<file path="src/dqmb_pkg.sv">
// Shared types, constants and byte tables of the DNS query message builder.
// No dependencies.
package dqmb_pkg;

    localparam int unsigned CNT_W = 6;

    localparam logic [7:0] DOT_CHAR   = 8'h2E;
    localparam logic [7:0] QTYPE_A    = 8'd1;
    localparam logic [7:0] QTYPE_AAAA = 8'd28;
    localparam logic [7:0] QCLASS_IN  = 8'd1;

    localparam logic [CNT_W-1:0] HDR_LAST  = 6'd11;
    localparam logic [CNT_W-1:0] TAIL_LAST = 6'd4;

    localparam logic [1:0] REG_QUERY_ID  = 2'd0;
    localparam logic [1:0] REG_RECURSION = 2'd1;
    localparam logic [1:0] REG_INVERSE   = 2'd2;
    localparam logic [1:0] REG_IPV6      = 2'd3;

    typedef logic [1:0] t_src;
    localparam t_src SRC_HDR  = 2'd0;
    localparam t_src SRC_LEN  = 2'd1;
    localparam t_src SRC_DATA = 2'd2;
    localparam t_src SRC_TAIL = 2'd3;

    typedef struct packed {
        logic             emit;
        t_src             src;
        logic [CNT_W-1:0] cnt;
        logic [CNT_W-1:0] rd_idx;
        logic             run_end;
        logic             msg_end;
        logic             clr_label;
    } t_cmd;

    typedef struct packed {
        logic             out_free;
        logic             hdr_sent;
        logic             in_dot;
        logic             in_last;
        logic [CNT_W-1:0] fill;
    } t_sts;

    function automatic logic [7:0] hdr_byte(input logic [3:0] idx, input logic [15:0] qid,
                                            input logic rd, input logic iq);
        logic [7:0] b;
        case (idx)
            4'd0:    b = qid[15:8];
            4'd1:    b = qid[7:0];
            4'd2:    b = {4'b0000, iq, 2'b00, rd};
            4'd5:    b = 8'd1;
            default: b = 8'd0;
        endcase
        return b;
    endfunction

    function automatic logic [7:0] tail_byte(input logic [2:0] idx, input logic v6);
        logic [7:0] b;
        case (idx)
            3'd2:    b = v6 ? QTYPE_AAAA : QTYPE_A;
            3'd4:    b = QCLASS_IN;
            default: b = 8'd0;
        endcase
        return b;
    endfunction

endpackage

</file>
<file path="src/dns_query_message_builder_unit.sv">
// Channel   | Dir | Handshake          | Payload
// s (name)  | in  | tvalid/tready      | tdata = name_char, tlast = last_char
// m (bytes) | out | tvalid/tready      | tdata = out_byte, tlast = run_end, tuser = flags
// cfg       | in  | valid/ready        | index = register, data = value
//
// The byte sequencer drives one output register: 12 bytes for the header, a length
// byte plus the label characters for a label, and 5 bytes for the tail. Reset is
// synchronous, active low, and returns the control, label-fill and configuration
// registers to their defaults. A stall on the output holds the sequencer.
// Top level of the DNS query message builder; depends on dqmb_pkg, dqmb_ctrl, dqmb_dpath.
module dns_query_message_builder_unit #(
    parameter int unsigned MAX_LABEL = 32
) (
    input  logic        i_clk,
    input  logic        i_rst_n,
    input  logic        i_s_tvalid,
    output logic        o_s_tready,
    input  logic [7:0]  i_s_tdata,   // [7:0] name_char
    input  logic        i_s_tlast,
    output logic        o_m_tvalid,
    input  logic        i_m_tready,
    output logic [7:0]  o_m_tdata,   // [7:0] out_byte
    output logic        o_m_tlast,
    output logic [1:0]  o_m_tuser,   // [0] message_end, [1] label_truncated
    input  logic        i_cfg_valid,
    output logic        o_cfg_ready,
    input  logic [1:0]  i_cfg_index,
    input  logic [15:0] i_cfg_data
);
    import dqmb_pkg::*;

    t_cmd w_cmd;
    t_sts w_sts;
    logic w_ready;
    logic w_accept;

    assign w_accept    = i_s_tvalid && w_ready;
    assign o_s_tready  = w_ready;
    assign o_cfg_ready = 1'b1;

    dqmb_ctrl u_ctrl (
        .i_clk    (i_clk),
        .i_rst_n  (i_rst_n),
        .i_accept (w_accept),
        .i_sts    (w_sts),
        .o_ready  (w_ready),
        .o_cmd    (w_cmd)
    );

    dqmb_dpath #(
        .MAX_LABEL (MAX_LABEL)
    ) u_dpath (
        .i_clk         (i_clk),
        .i_rst_n       (i_rst_n),
        .i_accept      (w_accept),
        .i_char        (i_s_tdata),
        .i_last        (i_s_tlast),
        .i_cfg_we      (i_cfg_valid),
        .i_cfg_index   (i_cfg_index),
        .i_cfg_data    (i_cfg_data),
        .i_cmd         (w_cmd),
        .i_out_ready   (i_m_tready),
        .o_sts         (w_sts),
        .o_out_valid   (o_m_tvalid),
        .o_out_byte    (o_m_tdata),
        .o_out_run_end (o_m_tlast),
        .o_out_msg_end (o_m_tuser[0]),
        .o_out_trunc   (o_m_tuser[1])
    );

endmodule

</file>
<file path="src/dqmb_ctrl.sv">
// Sequencer of the DNS query message builder: header, length, label, tail.
// Depends on dqmb_pkg; drives the datapath through t_cmd, reads t_sts.
module dqmb_ctrl (
    input  logic           i_clk,
    input  logic           i_rst_n,
    input  logic           i_accept,
    input  dqmb_pkg::t_sts i_sts,
    output logic           o_ready,
    output dqmb_pkg::t_cmd o_cmd
);
    import dqmb_pkg::*;

    localparam logic [2:0] ST_IDLE = 3'd0;
    localparam logic [2:0] ST_HDR  = 3'd1;
    localparam logic [2:0] ST_LEN  = 3'd2;
    localparam logic [2:0] ST_DATA = 3'd3;
    localparam logic [2:0] ST_TAIL = 3'd4;

    logic [2:0]       r_state, n_state;
    logic [CNT_W-1:0] r_cnt, n_cnt;
    logic             r_lbl, n_lbl;
    logic             r_tail, n_tail;

    always_ff @(posedge i_clk) begin
        if (!i_rst_n) begin
            r_state <= ST_IDLE;
            r_cnt   <= '0;
            r_lbl   <= 1'b0;
            r_tail  <= 1'b0;
        end else begin
            r_state <= n_state;
            r_cnt   <= n_cnt;
            r_lbl   <= n_lbl;
            r_tail  <= n_tail;
        end
    end

    assign o_ready = (r_state == ST_IDLE);

    always_comb begin
        n_state         = r_state;
        n_cnt           = r_cnt;
        n_lbl           = r_lbl;
        n_tail          = r_tail;
        o_cmd.emit      = 1'b0;
        o_cmd.src       = SRC_HDR;
        o_cmd.cnt       = r_cnt;
        o_cmd.run_end   = 1'b0;
        o_cmd.msg_end   = 1'b0;
        o_cmd.clr_label = 1'b0;
        unique case (r_state)
            ST_IDLE: begin
                if (i_accept) begin
                    n_lbl  = i_sts.in_dot || i_sts.in_last;
                    n_tail = i_sts.in_last;
                    n_cnt  = '0;
                    if (!i_sts.hdr_sent) begin
                        n_state = ST_HDR;
                    end else if (i_sts.in_dot || i_sts.in_last) begin
                        n_state = ST_LEN;
                    end
                end
            end
            ST_HDR: begin
                o_cmd.src = SRC_HDR;
                if (i_sts.out_free) begin
                    o_cmd.emit = 1'b1;
                    if (r_cnt == HDR_LAST) begin
                        o_cmd.run_end = !r_lbl;
                        n_cnt         = '0;
                        n_state       = r_lbl ? ST_LEN : ST_IDLE;
                    end else begin
                        n_cnt = r_cnt + 1'b1;
                    end
                end
            end
            ST_LEN: begin
                o_cmd.src = SRC_LEN;
                if (i_sts.out_free) begin
                    o_cmd.emit = 1'b1;
                    n_cnt      = '0;
                    if (i_sts.fill == '0) begin
                        o_cmd.run_end   = !r_tail;
                        o_cmd.clr_label = 1'b1;
                        n_state         = r_tail ? ST_TAIL : ST_IDLE;
                    end else begin
                        n_state = ST_DATA;
                    end
                end
            end
            ST_DATA: begin
                o_cmd.src = SRC_DATA;
                if (i_sts.out_free) begin
                    o_cmd.emit = 1'b1;
                    if (r_cnt + 1'b1 == i_sts.fill) begin
                        o_cmd.run_end   = !r_tail;
                        o_cmd.clr_label = 1'b1;
                        n_cnt           = '0;
                        n_state         = r_tail ? ST_TAIL : ST_IDLE;
                    end else begin
                        n_cnt = r_cnt + 1'b1;
                    end
                end
            end
            ST_TAIL: begin
                o_cmd.src = SRC_TAIL;
                if (i_sts.out_free) begin
                    o_cmd.emit = 1'b1;
                    if (r_cnt == TAIL_LAST) begin
                        o_cmd.run_end = 1'b1;
                        o_cmd.msg_end = 1'b1;
                        n_cnt         = '0;
                        n_state       = ST_IDLE;
                    end else begin
                        n_cnt = r_cnt + 1'b1;
                    end
                end
            end
            default: begin
                n_state = ST_IDLE;
                n_cnt   = '0;
            end
        endcase
        o_cmd.rd_idx = n_cnt;
    end

endmodule

</file>
<file path="src/dqmb_dpath.sv">
// Datapath of the DNS query message builder: registers, label memory, output word.
// Depends on dqmb_pkg; steered by dqmb_ctrl through t_cmd.
module dqmb_dpath #(
    parameter int unsigned MAX_LABEL = 32
) (
    input  logic           i_clk,
    input  logic           i_rst_n,
    input  logic           i_accept,
    input  logic [7:0]     i_char,
    input  logic           i_last,
    input  logic           i_cfg_we,
    input  logic [1:0]     i_cfg_index,
    input  logic [15:0]    i_cfg_data,
    input  dqmb_pkg::t_cmd i_cmd,
    input  logic           i_out_ready,
    output dqmb_pkg::t_sts o_sts,
    output logic           o_out_valid,
    output logic [7:0]     o_out_byte,
    output logic           o_out_run_end,
    output logic           o_out_msg_end,
    output logic           o_out_trunc
);
    import dqmb_pkg::*;

    localparam int unsigned AW = (MAX_LABEL > 1) ? $clog2(MAX_LABEL) : 1;
    localparam int unsigned CW = $clog2(MAX_LABEL + 1);

    logic [15:0]   r_qid;
    logic          r_rd_flag;
    logic          r_iq_flag;
    logic          r_v6;
    logic          r_hdr_sent;
    logic [CW-1:0] r_fill;
    logic          r_ovf;
    logic [7:0]    r_mem [MAX_LABEL];
    logic [7:0]    r_rd_data;
    logic          r_valid;
    logic [7:0]    r_byte;
    logic          r_run_end;
    logic          r_msg_end;
    logic          r_trunc;

    logic          w_dot;
    logic          w_room;
    logic [7:0]    w_byte;

    assign w_dot  = (i_char == DOT_CHAR);
    assign w_room = (r_fill < CW'(MAX_LABEL));

    always_ff @(posedge i_clk) begin
        if (!i_rst_n) begin
            r_qid     <= 16'd45;
            r_rd_flag <= 1'b0;
            r_iq_flag <= 1'b0;
            r_v6      <= 1'b0;
        end else if (i_cfg_we) begin
            unique case (i_cfg_index)
                REG_QUERY_ID:  r_qid     <= i_cfg_data;
                REG_RECURSION: r_rd_flag <= i_cfg_data[0];
                REG_INVERSE:   r_iq_flag <= i_cfg_data[0];
                REG_IPV6:      r_v6      <= i_cfg_data[0];
                default: ;
            endcase
        end
    end

    always_ff @(posedge i_clk) begin
        if (!i_rst_n) begin
            r_hdr_sent <= 1'b0;
            r_fill     <= '0;
            r_ovf      <= 1'b0;
        end else begin
            if (i_accept) begin
                r_hdr_sent <= !i_last;
                if (!w_dot) begin
                    if (w_room) begin
                        r_fill <= r_fill + 1'b1;
                    end else begin
                        r_ovf <= 1'b1;
                    end
                end
            end else if (i_cmd.clr_label) begin
                r_fill <= '0;
                r_ovf  <= 1'b0;
            end
        end
    end

    always_ff @(posedge i_clk) begin
        if (i_accept && !w_dot && w_room) begin
            r_mem[r_fill[AW-1:0]] <= i_char;
        end
        r_rd_data <= r_mem[i_cmd.rd_idx[AW-1:0]];
    end

    always_comb begin
        case (i_cmd.src)
            SRC_HDR:  w_byte = hdr_byte(i_cmd.cnt[3:0], r_qid, r_rd_flag, r_iq_flag);
            SRC_LEN:  w_byte = 8'(r_fill);
            SRC_DATA: w_byte = r_rd_data;
            default:  w_byte = tail_byte(i_cmd.cnt[2:0], r_v6);
        endcase
    end

    always_ff @(posedge i_clk) begin
        if (!i_rst_n) begin
            r_valid <= 1'b0;
        end else if (i_cmd.emit) begin
            r_valid <= 1'b1;
        end else if (i_out_ready) begin
            r_valid <= 1'b0;
        end
    end

    always_ff @(posedge i_clk) begin
        if (i_cmd.emit) begin
            r_byte    <= w_byte;
            r_run_end <= i_cmd.run_end;
            r_msg_end <= i_cmd.msg_end;
            r_trunc   <= (i_cmd.src == SRC_LEN) && r_ovf;
        end
    end

    assign o_sts.out_free = !r_valid || i_out_ready;
    assign o_sts.hdr_sent = r_hdr_sent;
    assign o_sts.in_dot   = w_dot;
    assign o_sts.in_last  = i_last;
    assign o_sts.fill     = CNT_W'(r_fill);

    assign o_out_valid   = r_valid;
    assign o_out_byte    = r_byte;
    assign o_out_run_end = r_run_end;
    assign o_out_msg_end = r_msg_end;
    assign o_out_trunc   = r_trunc;

endmodule

</file>
<file path="config.mk">
export PLATFORM = sky130hd
export DESIGN_NAME = dns_query_message_builder_unit
export DESIGN_NICKNAME = d
export VERILOG_FILES = /design/src/dqmb_pkg.sv /design/src/dns_query_message_builder_unit.sv /design/src/dqmb_ctrl.sv /design/src/dqmb_dpath.sv
export SDC_FILE = /design/constraint.sdc
export NUM_CORES = 1
export LEC_CHECK = 0
export ABC_CLOCK_PERIOD_IN_PS = 4090
export BUFFER_PORTS_ARGS = -buffer_cell sky130_fd_sc_hd__buf_4
export CAP_MARGIN = 20
export CORE_ASPECT_RATIO = 0.6
export CORE_MARGIN = 4
export CORE_UTILIZATION = 60
export CTS_BUF_LIST = sky130_fd_sc_hd__clkbuf_8
export DETAILED_ROUTE_END_ITERATION = 16
export GPL_TIMING_DRIVEN = 0
export PLACE_DENSITY_LB_ADDON = 0.15
export SETUP_SLACK_MARGIN = 0.15
export SLEW_MARGIN = 20
export SYNTH_ARGS = -nofsm -noshare
export SYNTH_HDL_FRONTEND = slang
export SYNTH_HIERARCHICAL = 1
export SYNTH_SLANG_ARGS = --single-unit
</file>
<file path="constraint.sdc">
create_clock -name i_clk -period 4.09 [get_ports i_clk]
set_input_delay 0.2045 -clock i_clk [delete_from_list [all_inputs] [get_ports i_clk]]
set_output_delay 0.2045 -clock i_clk [all_outputs]
set_load 0.005 [all_outputs]
</file>
After elaboration in Yosys (flattened, before gate mapping)
Memory sizes are Yosys's and may differ from the RTL's. A register that Yosys moved wholly into a read port is not among the register bits. Index checks and enable logic that the tools add are counted.

Memories: 1. Bits of input ports: 32. Bits in latches: 0. Output and inout bits: 14. ROM bits: 0. Word-level logic and storage cells: 134. Register bits after elaboration: 50. Bits in writable memories: 256.

Memory list: u_dpath.r_mem (depth 32, bits a word 8, rd ports 1, clocked after Yosys merged registers in 1, wr ports 1, RTL line dqmb_dpath.sv:35) `logic [7:0] r_mem [MAX_LABEL];`.

Magnitude comparators: 1. Mux-type cells: 55. Div/mod/pow operators: 0. Add/subtract/negate cells: 2. Bitwise logic cells: 0. Equal/unequal tests: 30. Multipliers: 0. Shifts and indexed selects: 0. Reductions and logical operators: 28.

Operators with widths (number): $mux 6 (12); $mux 3 (12); $pmux 8 s4 (1); $pmux 6 s5 (1); $pmux 8 s3 (1); $mux 1 (19); $ne 2x1->1 const B (8); $pmux 8 s2 (1); $pmux 3 s5 (1); $add 6x1->6 const B (2); $pmux 3 s4 (1); $reduce_and 2->1 (6); $eq 3x2->1 const B (3); $reduce_and 9->1 (1); $eq 8x6->1 const B (1); $eq 2x2->1 const B (3); $eq 3x3->1 const B (2); $eq 6x3->1 const B (1); $eq 6x4->1 const B (1); $eq 6x6->1 (1); $logic_not 6->1 (1); $lt 6x6->1 const B (1); $mux 2 (3); $ne 2x2->1 const B (3); other kinds (18) (30).

Longest topological paths before layout
Gate-level depths: netlist of the first run.

Depth in word-level cells: 7. Depth in mapped cells: 13. Gate-level depth less buffers: 12.

Cells and area by module
Netlist of the first run, hierarchy kept.

Modules (own cells, without submodules): dqmb_dpath (seq. area each 8738.4 µm², cells each 622, area an instance 11925.2 µm², times used 1); dqmb_ctrl (seq. area each 220.2 µm², cells each 178, area an instance 1291.2 µm², times used 1); dns_query_message_builder_unit (seq. area each 0.0 µm², cells each 3, area an instance 17.5 µm², times used 1).

Least setup slack after synthesis of the first run
Ideal clock, no wire load.

Path type: register to register. Start point: reg u_ctrl.r_cnt[0]. End point: reg u_dpath.r_rd_data[0], read port of u_dpath.r_mem. Setup time: 0.121 ns. Slack: 0.439 ns. Stages on the path, launching flop included: 14. Data required time: 3.969 ns. Arrival: 3.531 ns. Path buffers: 2. Period minus slack after synthesis: 3.651 ns. Cells stage by stage: dfxtp_1 -> inv_1 -> ha_1 -> xnor2_1 -> nand3_1 -> o31ai_2 -> nand2b_4 -> a221oi_1 -> nor2_1 -> buf_6 -> buf_4 -> mux4_2 -> mux4_2 -> mux2_2.

RTL lines: start, declared (RTL line dqmb_ctrl.sv:20) `logic [CNT_W-1:0] r_cnt, n_cnt;`; start signal, assigned (RTL line dqmb_ctrl.sv:32) `r_cnt <= n_cnt;`; end, declared (RTL line dqmb_dpath.sv:36) `logic [7:0] r_rd_data;`.

==> impl_metrics.json, run 1 <==
{
  "status": "completed",
  "finClkSkew_ns": 0.0351,
  "placementRows": 41,
  "drt-initial-drc-count": 957,
  "r2r-start": "u_ctrl/r_cnt[3]$_SDFF_PN0_",
  "holdPathEnd": "u_dpath/r_iq_flag$_SDFFE_PN0P_",
  "multi_input_area_mm2": 0.00405,
  "worstMarginPinSlew_ns": 1.02,
  "drive_above_1_share": 0.265,
  "top_level_ports": 46,
  "hold_viol": 0,
  "slew_viol_final": 0,
  "holdWs_ns": 0.0508,
  "power_density_mw_per_mm2": 525,
  "numCtsBuffers": 44,
  "postRouteAntennaNets": 0,
  "antenna_found_initial": 0,
  "r2r-end": "u_dpath/r_rd_data[2]$_DFF_P_",
  "worstHoldStart": "i_cfg_index[0]",
  "clk_path_buf_depth": 3,
  "grt_pass1_vias": 7545,
  "syn_area_per_cell_um2": 16.5,
  "syn2layout_area_growth_pct": 14.2,
  "rsz0062_at_grt": "false",
  "cp.arrival_ns": 4.29,
  "track_usage": 0.264,
  "crit_slowest_cell": "or4_4",
  "clk_pin_slew_ns": 0.07,
  "hold_depth": 4,
  "cts_tree": "done",
  "ir_drop_uv": 316,
  "grt_max_degree": 35,
  "crit_chain": "buf_6 -> nand2_1 -> or4_4 -> o211ai_2 -> nand2b_4 -> buf_4 -> o221ai_2 -> a21oi_1 -> buf_1 -> clkbuf_2 -> mux4_2 -> mux2_2",
  "yosysWarnings": 6,
  "setup_viol": 0,
  "clk_latency_ns": 0.58,
  "insertedDiodeCount": 0,
  "synth_nets": 840,
  "core_mm2": 0.0213,
  "die_h_um": 123,
  "htree_levels": 2,
  "die_width_um": 200,
  "start_kind": "flip-flop",
  "die_area_mm2": 0.0246,
  "first_pass_iters": 5,
  "crit_type": "flip-flop to flip-flop",
  "p_leak_uw": 0.00502,
  "path_delay_family": "buffers and inverters",
  "syn-cell-area_mm2": 0.0132,
  "period_share": 0.939,
  "synth_cells": 802,
  "vias_per_cell": 6.41,
  "via_count": 7901,
  "cts_root_buf": "clkbuf_8",
  "path_buf_inv": 4,
  "drv_cap": 0,
  "fin_cells": 1232,
  "clock_sinks": 314,
  "dp.cells": 1125,
  "fillers": 1368,
  "post_drt_wl_per_cell_um": 25.7,
  "grt_first_pass_wirelength_um": 47100,
  "grt-ovfl-total": 0,
  "nets": 961,
  "drc": 0,
  "worst-r2r-cell-count": 12,
  "timing.fmax_mhz": 260,
  "slew_headroom": 0.317,
  "critPathCaptureType": "flip-flop",
  "seqCellArea_mm2": 0.00897,
  "p_total_uw": 7930,
  "reg2reg_slack_ns": 0.25,
  "hp-class": "primary input to flip-flop",
  "totalWireLength_um": 31700,
  "start_util": 0.620,
  "dp_hpwl_um": 21300,
  "crit_required_ns": 4.54,
  "gp_congestion": 0.917,
  "layout_min_cycle_time_ns": 3.84,
  "max_stage_delay_ns": 0.50,
  "port_buffers": 44,
  "critPathMaxFanout": 10
}
metal layers:
layer | wire [um] | GRT usage | vias up
met5 | 0 | 0 | -
li1 | - | - | 3391
met3 | 4360 | 0.0959 | 51
met4 | 478 | 0.0598 | 0
met2 | 13100 | 0.353 | 468
met1 | 13700 | 0.421 | 3991
final cells by class:
| class | count | area share |
|---|---|---|
| sequential | 314 | 0.593 |
| multi-input combinational | 428 | 0.268 |
| clock buffer | 45 | 0.0410 |
| timing repair buffer | 75 | 0.0406 |
| tap | 279 | 0.0231 |
| buffer | 46 | 0.0200 |
| clock inverter | 31 | 0.0106 |
| inverter | 14 | 0.00348 |
sequential cells by signal, summed over array words and instances (netlist names), 3 cells and up:
| name | cells |
|---|---|
| u_dpath/r_qid | 16 |
| u_ctrl/r_cnt | 6 |
| u_ctrl/r_state | 3 |
| u_dpath/o_out_byte | 8 |
| u_dpath/r_mem | 256 |
| u_dpath/r_rd_data | 8 |
| u_dpath/r_fill | 6 |
repair_timing:
item,CTS,global route
pin swaps,1,1
cloned,0,0
hold endpoints to repair,26,0
endpoints found under the setup margin,8,8
hold buffers,20,0
resized for setup,25,21
buffers inserted,5,6
stage by stage:
step,worst slack (ns),instance area [um2],TNS (ns),util
floorplan,0.439,13200,0,-
global placement,-0.657,13900,-4.68,0.652
detailed placement,-0.648,13900,-4.60,0.652
CTS,0.159,15000,0,0.703
global route,0.157,15100,0,0.708
finish,0.251,15100,0,0.708
worst min-delay path: stages:
cell     delay [ns]
buf_4          0.10
nor2_1         0.05
mux2i_1        0.14
nor2b_1        0.06
where the power goes:
part / switching (uW) / internal, uW / leakage, uW
Combinational: 1060 / 892 / 0.00177
Sequential: 82.1 / 3690 / 0.00280
Clock: 1130 / 1080 / 0.000460
Total: 2270 / 5670 / 0.00502
placed cells by master (no fill, tap or decap), drive strengths merged, types with 5 or more instances in the layout:
master       count
a21boi          16
a21oi           16
buf             82
clkbuf          64
clkinv           9
dfxtp           47
dlygate4sd3     20
edfxtp         267
ha               6
inv             32
mux2             8
mux2i           15
mux4            80
nand2           64
nand2b           8
nand3           19
nand3b           7
nor2            58
nor2b            9
nor3             9
nor3b            6
o211ai           7
o21ai           22
xnor2            8
xor2             5
how the worst max path moves through the flow:
| stage | from | end | slack (ns) | cells after the start |
|---|---|---|---|---|
| 3_5_place_dp | u_ctrl/r_cnt[1]$_SDFF_PN0_ | u_dpath/r_rd_data[4]$_DFF_P_ | -0.65 | 13 |
| 6_report | u_ctrl/r_cnt[3]$_SDFF_PN0_ | u_dpath/r_rd_data[2]$_DFF_P_ | 0.25 | 12 |
| 3_3_place_gp | u_ctrl/r_cnt[1]$_SDFF_PN0_ | u_dpath/r_rd_data[4]$_DFF_P_ | -0.66 | 13 |
| 2_1_floorplan | u_ctrl/r_cnt[0]$_SDFF_PN0_ | u_dpath/r_rd_data[0]$_DFF_P_ | 0.44 | 13 |
| 4_1_cts | u_ctrl/r_state[1]$_SDFFE_PN0P_ | u_dpath/r_rd_data[4]$_DFF_P_ | 0.16 | 12 |
| 5_1_grt | u_ctrl/r_cnt[1]$_SDFF_PN0_ | u_dpath/r_rd_data[2]$_DFF_P_ | 0.16 | 13 |
No activity file was read; power rests on OpenSTA's default activity.
==> run 2, diff against run 1 <==
Settings changed: CORE_UTILIZATION 60 to 40.
==> run 2 against run 1 <==
Net effect: critical path depth rose by 1; cell count rose by 13%; register-to-register slack barely moved; non-clock buffer count rose by 1; critical path type unchanged.
==> impl_metrics.json, run 2 (synthesized netlist as in run 1, its figures left out) <==
{
  "die_width_um": 243,
  "netSwitchingPower_uw": 2350,
  "die_h_um": 149,
  "setup_viol": 0,
  "placementRows": 51,
  "hp-class": "primary input to flip-flop",
  "start_util": 0.407,
  "antenna_found_initial": 0,
  "power_density_mw_per_mm2": 533,
  "nets": 965,
  "clk_latency_ns": 0.58,
  "clk_pin_slew_ns": 0.07,
  "largest_reg_flops": 256,
  "internal_power_uw": 5890,
  "rsz0062_at_grt": "false",
  "clkPwrFrac": 0.304,
  "hold_viol": 0,
  "p_seq_frac": 0.458,
  "switching_share": 0.285,
  "port_buffers": 44,
  "clk_path_buf_depth": 3,
  "post-route-util": 0.475,
  "via_count": 7822,
  "grt_pass1_vias": 7383,
  "p_total_uw": 8230,
  "cp.arrival_ns": 4.28,
  "drv_cap": 0,
  "finClkSkew_ns": 0.0179,
  "pre_cts_slack_ns": -0.883,
  "setup-tns-final_ns": 0,
  "worstMarginPinSlew_ns": 1.13,
  "cts_tree": "done",
  "timing.fmax_mhz": 261,
  "grt_max_degree": 35,
  "htree_levels": 2,
  "layout_min_cycle_time_ns": 3.83,
  "cts_root_buf": "clkbuf_8",
  "mostFrequentLayoutCell": "edfxtp_1",
  "dp_hpwl_um": 22600,
  "combinationalPowerShare": 0.238,
  "p_leak_uw": 0.00511,
  "postRouteAntennaNets": 0,
  "period_share": 0.937,
  "top_level_ports": 46,
  "syn2layout_area_growth_pct": 16.8,
  "first_pass_iters": 5,
  "die_area_mm2": 0.0361,
  "drc": 0,
  "drt-initial-drc-count": 798,
  "holdWs_ns": 0.0499,
  "drive_above_1_share": 0.268,
  "layout_common_cells": "267 x edfxtp_1, 80 x mux4_2, 64 x nand2_1, 63 x buf_4, 56 x nor2_1",
  "slew_viol_final": 0,
  "critPathMaxFanout": 10,
  "numCtsBuffers": 47,
  "ir_drop_uv": 324,
  "setup_slack_ns": 0.257,
  "gp_congestion": 0.833,
  "clock_sinks": 314,
  "core_mm2": 0.0325,
  "start_kind": "flip-flop",
  "totalWireLength_um": 34300,
  "post_drt_wl_per_cell_um": 24.7,
  "track_usage": 0.188,
  "critPathCaptureType": "flip-flop",
  "crit_type": "flip-flop to flip-flop",
  "grt_first_pass_wirelength_um": 49900,
  "crit_required_ns": 4.53,
  "slew_headroom": 0.245,
  "vias_per_cell": 5.64,
  "status": "completed",
  "grt-ovfl-total": 0
}
-- run 2: changes by cell type in the layout (fill, tap and decap cells not counted), moves of 2 or more --
cell	previous run	this run
clkinv_1	4	10
clkbuf_8	45	49
clkinvlp_4	3	0
bufinv_16	1	3
dlygate4sd3_1	20	22
nor2_1	58	56
nor2_2	0	2
-- run 2: worst paths after layout --
| kind | startpoint | end | slack (ns) | depth (start not counted) |
|---|---|---|---|---|
| max reg2reg | u_ctrl/r_cnt[0]$_SDFF_PN0_ | u_dpath/r_rd_data[7]$_DFF_P_ | 0.26 | 13 |
| max | u_ctrl/r_cnt[0]$_SDFF_PN0_ | u_dpath/r_rd_data[7]$_DFF_P_ | 0.26 | 13 |
| min | i_cfg_valid | u_dpath/r_v6$_SDFFE_PN0P_ | 0.05 | 4 |
| min reg2reg | u_dpath/r_qid[1]$_SDFFE_PN0P_ | u_dpath/r_qid[1]$_SDFFE_PN0P_ | 0.46 | 2 |
-- run 2: per-layer routing --
metal / wire length, um / share of wire / global-route usage / up-vias
li1: - / - / - / 3418
met5: 0 / 0 / 0 / -
met4: 426 / 0.012 / 0.0346 / 0
met2: 13000 / 0.38 / 0.232 / 273
met3: 2940 / 0.086 / 0.0537 / 40
met1: 17900 / 0.52 / 0.322 / 4091
-- run 2: metrics by stage --
stage | std cells | instance area (um2)
2_1_floorplan | 802 | 13200
3_3_place_gp | 1270 | 14100
3_5_place_dp | 1270 | 14100
4_1_cts | 1377 | 15300
5_1_grt | 1387 | 15400
6_report | 1388 | 15400
-- run 2: final cells by class --
class | instances | area [um2]
clock buffers | 49 | 674
multi-input cells | 428 | 4060
well taps | 424 | 531
flip-flops and latches | 314 | 8970
repair buffers | 76 | 626
diodes | 1 | 2.50
inverters | 14 | 52.6
fillers | 2829 | 17100
clock inverters | 36 | 228
plain buffers | 46 | 310
-- run 2: power by group through the flow --
stage | Clock, uW | Sequential (uW) | Combinational (uW)
floorplan | 0 | 3820 | 1170
global placement | 0 | 3850 | 1790
detailed placement | 0 | 3850 | 1790
CTS | 2580 | 3790 | 1850
global route | 2730 | 3790 | 2100
finish | 2500 | 3770 | 1960
-- run 2: worst max-delay path, stage by stage, from the launching register on --
cell      delay, ns
dfxtp_4        0.38
inv_1          0.06
ha_1           0.38
xnor2_1        0.20
nand3_2        0.16
o31ai_4        0.33
nand2b_4       0.12
a221oi_4       0.32
nor2_2         0.07
buf_6          0.16
buf_8          0.16
mux4_2         0.50
mux4_2         0.51
mux2_2         0.32
-- run 2: timing repair --
action                     in CTS  in global routing
gates cloned                    0                  1
buffers inserted                0                  9
hold buffers                   22                  0
gates resized for setup        33                 22
hold endpoints to repair       26                  0
pin swaps                       1                  1
setup endpoints to repair      11                  9
